### config.mk
export PLATFORM = sky130hd
export DESIGN_NAME = heq_ctrl
export DESIGN_NICKNAME = d
export VERILOG_FILES = /design/src/rtl/core/histogram_equalization_8bit_defines.svh /design/src/rtl/core/heq_pkg.sv /design/src/rtl/core/heq_ctrl.sv
export SDC_FILE = /design/constraint.sdc
export NUM_CORES = 1
export LEC_CHECK = 0
export ABC_CLOCK_PERIOD_IN_PS = 1900
export BUFFER_PORTS_ARGS = -buffer_cell sky130_fd_sc_hd__clkbuf_2
export CORE_MARGIN = 4
export CORE_UTILIZATION = 44
export CTS_CLUSTER_DIAMETER = 120
export DETAILED_ROUTE_END_ITERATION = 10
export HOLD_SLACK_MARGIN = 0.05
export PLACE_DENSITY_LB_ADDON = 0.08
export SLEW_MARGIN = 20
export SYNTH_ARGS = -nofsm -noshare
export SYNTH_HDL_FRONTEND = slang
export SYNTH_SLANG_ARGS = --single-unit
### constraint.sdc
create_clock -name clk -period 1.9 [get_ports clk]
set_input_delay 0.095 -clock clk [delete_from_list [all_inputs] [get_ports clk]]
set_output_delay 0.095 -clock clk [all_outputs]
set_load 0.03 [all_outputs]
### src/rtl/core/histogram_equalization_8bit_defines.svh
// Assertion macros for the histogram equalization block.
// Expects clk and rst_n in scope where used.
`ifndef HISTOGRAM_EQUALIZATION_8BIT_DEFINES_SVH
`define HISTOGRAM_EQUALIZATION_8BIT_DEFINES_SVH

// Property that must hold on every clock edge out of reset.
`define HEQ_ASSERT(lbl, prop, msg) \
    lbl: assert property (@(posedge clk) disable iff (!rst_n) (prop)) else $error(msg);

// Antecedent in this cycle implies consequent sequence from the next cycle.
`define HEQ_ASSERT_NEXT(lbl, ante, cons, msg) \
    lbl: assert property (@(posedge clk) disable iff (!rst_n) (ante) |=> cons) else $error(msg);

`endif

### src/rtl/core/heq_pkg.sv
// Shared types and constants for the histogram equalization block.
// No dependencies.
`default_nettype none
package heq_pkg;

    localparam int NUM_BINS = 256;
    localparam int BIN_W    = 8;
    localparam int CNT_W    = 23;
    localparam int RUN_W    = 31;

    typedef enum logic [1:0] {
        MODE_CLEAR = 2'd0,
        MODE_COUNT = 2'd1,
        MODE_BUILD = 2'd2,
        MODE_MAP   = 2'd3
    } mode_t;

    typedef enum logic [3:0] {
        S_IDLE,
        S_CNT_RD,
        S_CNT_WR,
        S_P1_RD,
        S_P1_ACC,
        S_P1_END,
        S_P2_CHK,
        S_P2_RD,
        S_P2_ACC,
        S_P2_PREP,
        S_P2_DIV,
        S_P2_WR,
        S_MAP_RD,
        S_OUT
    } state_t;

    typedef struct packed {
        logic latch;
        logic clr_hist;
        logic bin_rd;
        logic use_gray;
        logic bin_inc;
        logic init;
        logic idx_clr;
        logic idx_inc;
        logic p1_acc;
        logic den_load;
        logic p2_acc;
        logic p2_prep;
        logic div_step;
        logic map_wr;
        logic map_set;
        logic map_clr;
        logic map_rd;
        logic out_load;
        logic out_build;
    } cmd_t;

    typedef struct packed {
        logic idx_last;
        logic den_zero;
        logic div_skip;
        logic div_last;
    } status_t;

endpackage
`default_nettype wire

### src/rtl/core/heq_ctrl.sv
// Controller for histogram equalization: sequences count, build and map.
// Depends on heq_pkg.
`default_nettype none
module heq_ctrl
    import heq_pkg::*;
(
    input  wire logic       clk,
    input  wire logic       rst_n,
    input  wire logic       in_valid,
    output logic            in_ready,
    input  wire logic [1:0] mode,
    output logic            out_valid,
    input  wire logic       out_ready,
    output cmd_t            cmd,
    input  wire status_t    sts
);

    state_t state_reg, state_next;
    logic   build_reg, build_next;
    logic   out_valid_reg, out_valid_next;

    always_ff @(posedge clk or negedge rst_n)
    begin
        if (!rst_n)
        begin
            state_reg     <= S_IDLE;
            build_reg     <= 1'b0;
            out_valid_reg <= 1'b0;
        end
        else
        begin
            state_reg     <= state_next;
            build_reg     <= build_next;
            out_valid_reg <= out_valid_next;
        end
    end

    always_comb
    begin
        state_next = state_reg;
        build_next = build_reg;
        cmd        = '0;
        in_ready   = 1'b0;
        unique case (state_reg)
            S_IDLE:
            begin
                in_ready = 1'b1;
                if (in_valid)
                begin
                    cmd.latch = 1'b1;
                    unique case (mode_t'(mode))
                        MODE_CLEAR: cmd.clr_hist = 1'b1;
                        MODE_COUNT: state_next = S_CNT_RD;
                        MODE_BUILD:
                        begin
                            cmd.init    = 1'b1;
                            cmd.idx_clr = 1'b1;
                            build_next  = 1'b1;
                            state_next  = S_P1_RD;
                        end
                        MODE_MAP:
                        begin
                            build_next = 1'b0;
                            state_next = S_MAP_RD;
                        end
                        default: state_next = S_IDLE;
                    endcase
                end
            end
            S_CNT_RD:
            begin
                cmd.bin_rd   = 1'b1;
                cmd.use_gray = 1'b1;
                state_next   = S_CNT_WR;
            end
            S_CNT_WR:
            begin
                cmd.bin_inc  = 1'b1;
                cmd.use_gray = 1'b1;
                state_next   = S_IDLE;
            end
            S_P1_RD:
            begin
                cmd.bin_rd = 1'b1;
                state_next = S_P1_ACC;
            end
            S_P1_ACC:
            begin
                cmd.p1_acc  = 1'b1;
                cmd.idx_inc = 1'b1;
                state_next  = sts.idx_last ? S_P1_END : S_P1_RD;
            end
            S_P1_END:
            begin
                cmd.den_load = 1'b1;
                cmd.idx_clr  = 1'b1;
                state_next   = S_P2_CHK;
            end
            S_P2_CHK:
            begin
                if (sts.den_zero)
                begin
                    cmd.map_clr = 1'b1;
                    state_next  = S_OUT;
                end
                else
                begin
                    state_next = S_P2_RD;
                end
            end
            S_P2_RD:
            begin
                cmd.bin_rd = 1'b1;
                state_next = S_P2_ACC;
            end
            S_P2_ACC:
            begin
                cmd.p2_acc = 1'b1;
                state_next = S_P2_PREP;
            end
            S_P2_PREP:
            begin
                cmd.p2_prep = 1'b1;
                state_next  = S_P2_DIV;
            end
            S_P2_DIV:
            begin
                if (sts.div_skip)
                begin
                    state_next = S_P2_WR;
                end
                else
                begin
                    cmd.div_step = 1'b1;
                    if (sts.div_last)
                    begin
                        state_next = S_P2_WR;
                    end
                end
            end
            S_P2_WR:
            begin
                cmd.map_wr  = 1'b1;
                cmd.idx_inc = 1'b1;
                if (sts.idx_last)
                begin
                    cmd.map_set = 1'b1;
                    state_next  = S_OUT;
                end
                else
                begin
                    state_next = S_P2_RD;
                end
            end
            S_MAP_RD:
            begin
                cmd.map_rd = 1'b1;
                state_next = S_OUT;
            end
            S_OUT:
            begin
                // wait for the output slot to free up
                if (!out_valid_reg || out_ready)
                begin
                    cmd.out_load  = 1'b1;
                    cmd.out_build = build_reg;
                    state_next    = S_IDLE;
                end
            end
            default: state_next = S_IDLE;
        endcase
        out_valid_next = (out_valid_reg && !out_ready) || cmd.out_load;
    end

    assign out_valid = out_valid_reg;

endmodule
`default_nettype wire

# Yosys cells after proc, flatten, opt, wreduce, memory -nomap -nowiden
# Index checks and enable logic that the tools add are counted.
# totals
n_memories	0
reg_bits	6
latch_bits	0
rom_bits	0
output_inout_bits	21
ram_bits	0
wordCells	71
input_bits	10
# op_classes
mux	35
n_div	0
addsub	0
multipliers	0
reduce_logical	13
shifts	0
n_eq_ne	20
bitwise	0
n_lt_le_gt_ge	0
# op_table
cell	n
4-bit one-hot mux with 13 select lines	1
4-bit equality test (second input constant)	6
4-bit two-way mux	6
1-bit two-way mux	17
4-bit by 3-bit equality test with 1-bit output (second input constant)	4
2-bit two-way mux	7
4-bit one-hot mux with 3 select lines	1
4-bit by 2-bit equality test with 1-bit output (second input constant)	2
2-bit equality test (second input constant)	2
4-bit by 1-bit equality test with 1-bit output (second input constant)	1
4-bit logical NOT	1
2-bit != test (second input constant)	2
4-bit by 1-bit != test with 1-bit output (second input constant)	1
1-bit one-hot mux with 2 select lines	2
4-bit AND reduction	1
2-bit OR reduction	2
3-bit two-way mux	1
3-bit != test (second input constant)	1
3-bit AND reduction	1
3-bit OR reduction	1
2-bit by 1-bit equality test with 1-bit output (second input constant)	1
1-bit logical NOT	2
2-bit logical NOT	1
1-bit logical OR	2
other kinds (2)	2

# Longest topological paths before layout
# Gate-level depths: netlist of run 1.
# depth
depth_word	5
depth_mapped	6
ltp_nobuf	4

# Worst setup path before layout of run 1
# Ideal clock, no wire load.
# synth_timing
kind	register to output
start	register state_reg[2]
end	output port cmd[17] (netlist bit)
stages_incl_launch_ff	5
n_path_buf	1
path_slack_ns	-0.468
t_arrival_ns	2.273
path_cell_list	dfrtp_1 -> buf_4 -> nor4_4 -> and2_1 -> nor3b_1
# synth_rtl
element	line	source
start: declaration	heq_ctrl.sv:18	state_t state_reg, state_next;
start signal: assignment	heq_ctrl.sv:32	state_reg <= state_next;
end: declaration	heq_ctrl.sv:14	output cmd_t cmd,

==> reports/results.ini, run 1 <==
[worst_hold_path]
hold_path_class = in2reg

[drt]
first_pass_iters = 4
vias = 762
drc = 0
wl_per_cell_um = 13.9
drtAntennaViolNets = 0
routed_wirelength_um = 1790
avgViaCountPerCell = 5.91
drtIter0Drc = 30

[worst_setup_path]
reg2reg_setup_slack_ns = 0.22
start_kind = flip-flop
worstReg2RegEnd = state_reg[3]
endpoint_kind = primary output
r2r_start = state_reg[3]
cp.required_ns = 1.80
path_class = reg2out
critPathArrivalTime_ns = 1.69
worst-r2r-cell-count = 4
startpoint = state_reg[0]
crit_end = cmd[17]
cp_max_fo = 12

[placed_design]
io_buffers = 30
place.gp.congestion = 0.792
dpl.hpwl_um = 1430
dp_cells = 124

[yosys]
synth-async-reset-ratio = 1.00
synth_cells = 81
syn_nets = 91
syn_area_um2 = 644
synth_cell_types = 39
yosys_warnings = 0
ys_seq_area_frac = 0.233
dominantRegCellSynth = dfrtp_1
synth_edf_count = 0
yosys_register_bits = 6
synth.avg_cell_area_um2 = 7.96

[timing]
report.final.hold_viol_count = 0
period_needed_ns = 1.78
tightestPinTransition_ns = 0.477
period_share = 0.939
tns_ns = 0
slew_headroom = 0.682
rsz0062_at_grt = no
hold_ws_ns = 0.0747
setup_viol = 0
drv_slew = 0
fmax_mhz = 561
fin_skew_ns = 0.00189

[pwr]
p_per_area_mw_per_mm2 = 1730
switching_share = 0.550
power.leakage_uw = 0.000414
power_frac_clock = 0.082
max-vdd-ir-drop_v = 0.000920
combinationalPowerShare = 0.733
p_seq_frac = 0.185
power.switching_uw = 808
p_int_uw = 661

[grt]
grt.total_usage = 0.197
gr-usage-met1 = 0.240
globalRouteMet3Util = 0.0586
grt_overflow = 0
grt_pass1_vias = 690
grt_first_pass_wirelength_um = 2990
grt_max_degree = 13
grt_busiest_layer = met2
met2_usage = 0.341
antenna_found_initial = 0

[cts]
cts_tree = yes
clkTransAtPathRegs_ns = 0.05
worst_skew_pair.late_latency_ns = 0.25
clock-sinks = 6
htree_levels = 1
max-clock-path-buffers = 2
root_buffer = clkbuf_4
cts_made_buffers = 3

[finish]
antenna_cells = 0
largest_reg_flops = 4
fill_cells = 131
final_nets = 126
area_growth_pct = 32.2
drive_gt1_frac = 0.456
final_cells = 129

[job]
drv_cap = 0

[floorplanning]
dieArea_mm2 = 0.00214
io_pins = 31
die_y_um = 46.3
initial_core_util = 0.483
row_count = 13
fp.dieW_um = 46.3
core_mm2 = 0.00133

[run_status]
status = finished, final reports clean

[Yosys cell counts (all sizes together) (2+ instances only)]
cell,number,area (um2)
a211oi,2,15.0
a21oi,8,40.0
and2,3,18.8
buf,6,53.8
dfrtp,6,150
inv,6,22.5
nand2,5,18.8
nand2b,3,26.3
nor2,9,33.8
nor3,2,10.0
nor4,2,27.5
o21ai,4,20.0
o22ai,3,18.8
o31ai,2,15.0
or2,2,12.5
[cell type report]
| cell class | instances | area (um2) | share of cell area |
|---|---|---|---|
| repair buffers | 37 | 208 | 0.244 |
| clock buffers | 3 | 22.5 | 0.0264 |
| well taps | 15 | 18.8 | 0.0220 |
| flip-flops and latches | 6 | 150 | 0.176 |
| multi-input cells | 62 | 430 | 0.505 |
| inverters | 6 | 22.5 | 0.0264 |
[critical path, stage by stage, from the launching register on]
cell     delay [ns]
dfrtp_1        0.38
buf_4          0.19
nor4_4         0.35
and2_1         0.19
nor3b_2        0.15
buf_4          0.18
[cells in the final DEF (no fill, tap or decap), types with 3 or more instances in the layout]
cell	instances
a21oi_1	8
and2_1	3
buf_4	7
clkbuf_2	29
clkbuf_4	3
dfrtp_1	6
inv_1	6
nand2_1	5
nor2_1	8
o21ai_0	3
[how the worst min path moves through the flow]
stage	from	endpoint	cells after the start
after floorplan	rst_n	build_reg	0
after global placement	rst_n	out_valid	1
after CTS	out_ready	out_valid	2
final	out_ready	out_valid	2
after detailed placement	rst_n	out_valid	1
after global routing	out_ready	out_valid	2
[power by group through the flow]
stage | logic, uW | clock network [uW] | registers (uW)
floorplan | 901 | 0 | 221
CTS | 1060 | 127 | 272
global placement | 1040 | 0 | 271
global route | 1170 | 132 | 285
detailed placement | 1050 | 0 | 273
finish | 1080 | 120 | 272
[layer usage]
layer / wire length [um] / vias to the layer above / share of wire
met1: 763 / 352 / 0.43
met2: 845 / 40 / 0.47
met5: 0 / - / 0
met4: 2 / 0 / 0.0011
li1: - / 368 / -
met3: 178 / 2 / 0.099
[cell families after synthesis]
logic type / after synthesis / share of synthesized area
and+or+nand+nor: 35 / 0.353
AOI/OAI and AO/OA: 27 / 0.276
buffers and inverters: 13 / 0.138
DFF: 6 / 0.233
[per-stage QoR]
step	worst slack, ns	util	cell area (um2)	total power (uW)
2_1_floorplan	-0.192	-	664	1120
3_3_place_gp	0.288	0.603	805	1320
3_5_place_dp	0.235	0.603	805	1330
4_1_cts	0.0141	0.628	837	1460
5_1_grt	0.0149	0.639	852	1590
6_report	0.117	0.639	852	1470
[repair_timing]
action / in CTS / in global routing
endpoints found under the setup margin: 2 / 3
setup buffers: 0 / 1
hold buffers: 1 / 0
gates resized for setup: 0 / 4
pin swaps: 1 / 1
hold endpoints to repair: 6 / 0
(Power assumes the default switching activity.)
==> run 2, diff against run 1 <==
ABC_AREA = 1   (was unset)
CORE_UTILIZATION = 43   (was 44)
==> reports/results.ini, run 2 <==
[worst_hold_path]
hold_path_class = in2reg

[finish]
drive_gt1_frac = 0.357
antenna_cells = 0
largest_reg_flops = 4
design_area_um2 = 821
layout_commonest_cell = nand2_1
area_growth_pct = 34.7
final_nets = 152
final_cell_mix = 33 x nand2_1, 30 x clkbuf_2, 16 x inv_1

[yosys]
synthTopCellsByCount = 33 x nand2_1, 16 x inv_1, 15 x nor2_1, 6 x dfrtp_1, 6 x nor2_2
yosys_warnings = 0
synth_top_cell_by_area = dfrtp_1
synth_area_leaders = dfrtp_1 25%, nand2_1 20%, inv_1 9.9%
yosysMostFrequentCell = nand2_1
synth_cell_types = 19
synth.avg_cell_area_um2 = 5.80
synth_cells = 105
syn_nets = 115
synth-async-reset-ratio = 1.00
yosysTopAreaCellShare = 0.246
dominantRegCellSynth = dfrtp_1
ys_seq_area_frac = 0.246
syn_area_um2 = 609
yosys_register_bits = 6
synth_edf_count = 0

[timing]
rsz0062_at_grt = no
drv_slew = 0
setup_viol = 0
period_share = 0.912
tns_ns = 0
tightestPinTransition_ns = 0.321
report.final.hold_viol_count = 0
fin_skew_ns = 0.00164
period_needed_ns = 1.73
slew_headroom = 0.785
fmax_mhz = 577

[cts]
htree_levels = 1
clkTransAtPathRegs_ns = 0.04
cts_tree = yes
cts_resized = 0
post_cts_buffers = 0
cts_made_buffers = 3
clock-sinks = 6
root_buffer = clkbuf_4
max-clock-path-buffers = 2
worst_skew_pair.late_latency_ns = 0.24

[drt]
first_pass_iters = 4
avgViaCountPerCell = 4.94
drc = 0
wl_per_cell_um = 10.2
drtIter0Drc = 16
drtAntennaViolNets = 0
routed_wirelength_um = 1580
vias = 766

[floorplanning]
dieArea_mm2 = 0.00208
row_count = 13
fp.dieW_um = 45.6
initial_core_util = 0.462
core_mm2 = 0.00132
die_y_um = 45.6
io_pins = 31

[grt]
grt.total_usage = 0.179
grt_max_degree = 8
grt_first_pass_wirelength_um = 2740
grt_overflow = 0
antenna_found_initial = 0
grt_pass1_vias = 707

[pwr]
power_frac_clock = 0.092
switching_share = 0.600
max-vdd-ir-drop_v = 0.000992
combinationalPowerShare = 0.708
power.leakage_uw = 0.000522
p_int_uw = 505
p_per_area_mw_per_mm2 = 1540
p_seq_frac = 0.200
power.switching_uw = 756

[worst_setup_path]
critPathArrivalTime_ns = 1.64
start_kind = flip-flop
cp_max_fo = 7
endpoint_kind = primary output
cp.required_ns = 1.80
path_class = reg2out

[job]
drv_cap = 0

[placed_design]
io_buffers = 30
place.gp.congestion = 0.836
dpl.hpwl_um = 1360
placed_cell_area_um2 = 778

[run_status]
status = finished, final reports clean

[run 2: repair_timing]
item | 4_1_cts | 5_1_grt
endpoints found under the setup margin | 0 | 0
hold buffers | 2 | 0
endpoints found under the hold margin | 7 | 0
[run 2: final cells by class]
| cell class | count | area (um2) |
|---|---|---|
| Sequential cell | 6 | 150 |
| Clock buffer | 3 | 22.5 |
| Inverter | 19 | 71.3 |
| Multi-Input combinational cell | 80 | 388 |
| Tap cell | 15 | 18.8 |
| Timing Repair Buffer | 32 | 170 |
| Fill cell | 136 | 497 |
[run 2: worst max-delay path, stage by stage (launching register included)]
cell and delay [ns]:
dfrtp_1 0.44, nor2_1 0.29, nand2_4 0.11, nor2_1 0.13, nand2_1 0.11, o21ai_0 0.09
clkbuf_2 0.23
[run 2: kinds of logic after synthesis]
kind of cell | count (synthesis) | share of synthesized area
AOI/OAI and AO/OA | 9 | 0.0780
and+or+nand+nor | 71 | 0.559
DFF | 6 | 0.246
buffers and inverters | 19 | 0.117
[run 2: worst paths after layout]
| path | end | startpoint | slack (ns) | depth (start not counted) |
|---|---|---|---|---|
| worst max register to register | state_reg[1] | state_reg[0] | 0.55 | 6 |
| worst min register to register | build_reg | build_reg | 0.49 | 2 |
| worst max-delay path | cmd[12] | state_reg[3] | 0.17 | 6 |
| min in group asynchronous | state_reg[2] | rst_n | 0.24 | 2 |
| worst min-delay path | state_reg[1] | sts[0] | 0.14 | 4 |
| max in group asynchronous | out_valid | rst_n | 1.51 | 2 |
[run 2: metrics by stage]
step | total power, uW | utilization | cells | hold slack (ns) | setup slack, ns
floorplan | 919 | - | 105 | -0.201 | 0.137
global placement | 1140 | 0.591 | 150 | -0.0723 | 0.505
detailed placement | 1140 | 0.591 | 150 | -0.0727 | 0.434
CTS | 1270 | 0.623 | 155 | 0.140 | 0.175
global route | 1380 | 0.623 | 155 | 0.163 | 0.00335
finish | 1260 | 0.623 | 155 | 0.141 | 0.167
[run 2: routing by layer]
layer	track usage	up-vias	wire, um
met5	0	-	0
met4	0.0819	0	22
met3	0.0316	4	130
met2	0.295	28	758
met1	0.222	337	667
li1	-	397	-
[run 2: power groups by stage]
stage | combinational [uW] | clock, uW | sequential [uW]
2_1_floorplan | 673 | 0 | 246
3_3_place_gp | 891 | 0 | 247
3_5_place_dp | 891 | 0 | 250
4_1_cts | 898 | 119 | 248
5_1_grt | 984 | 131 | 261
6_report | 894 | 116 | 252
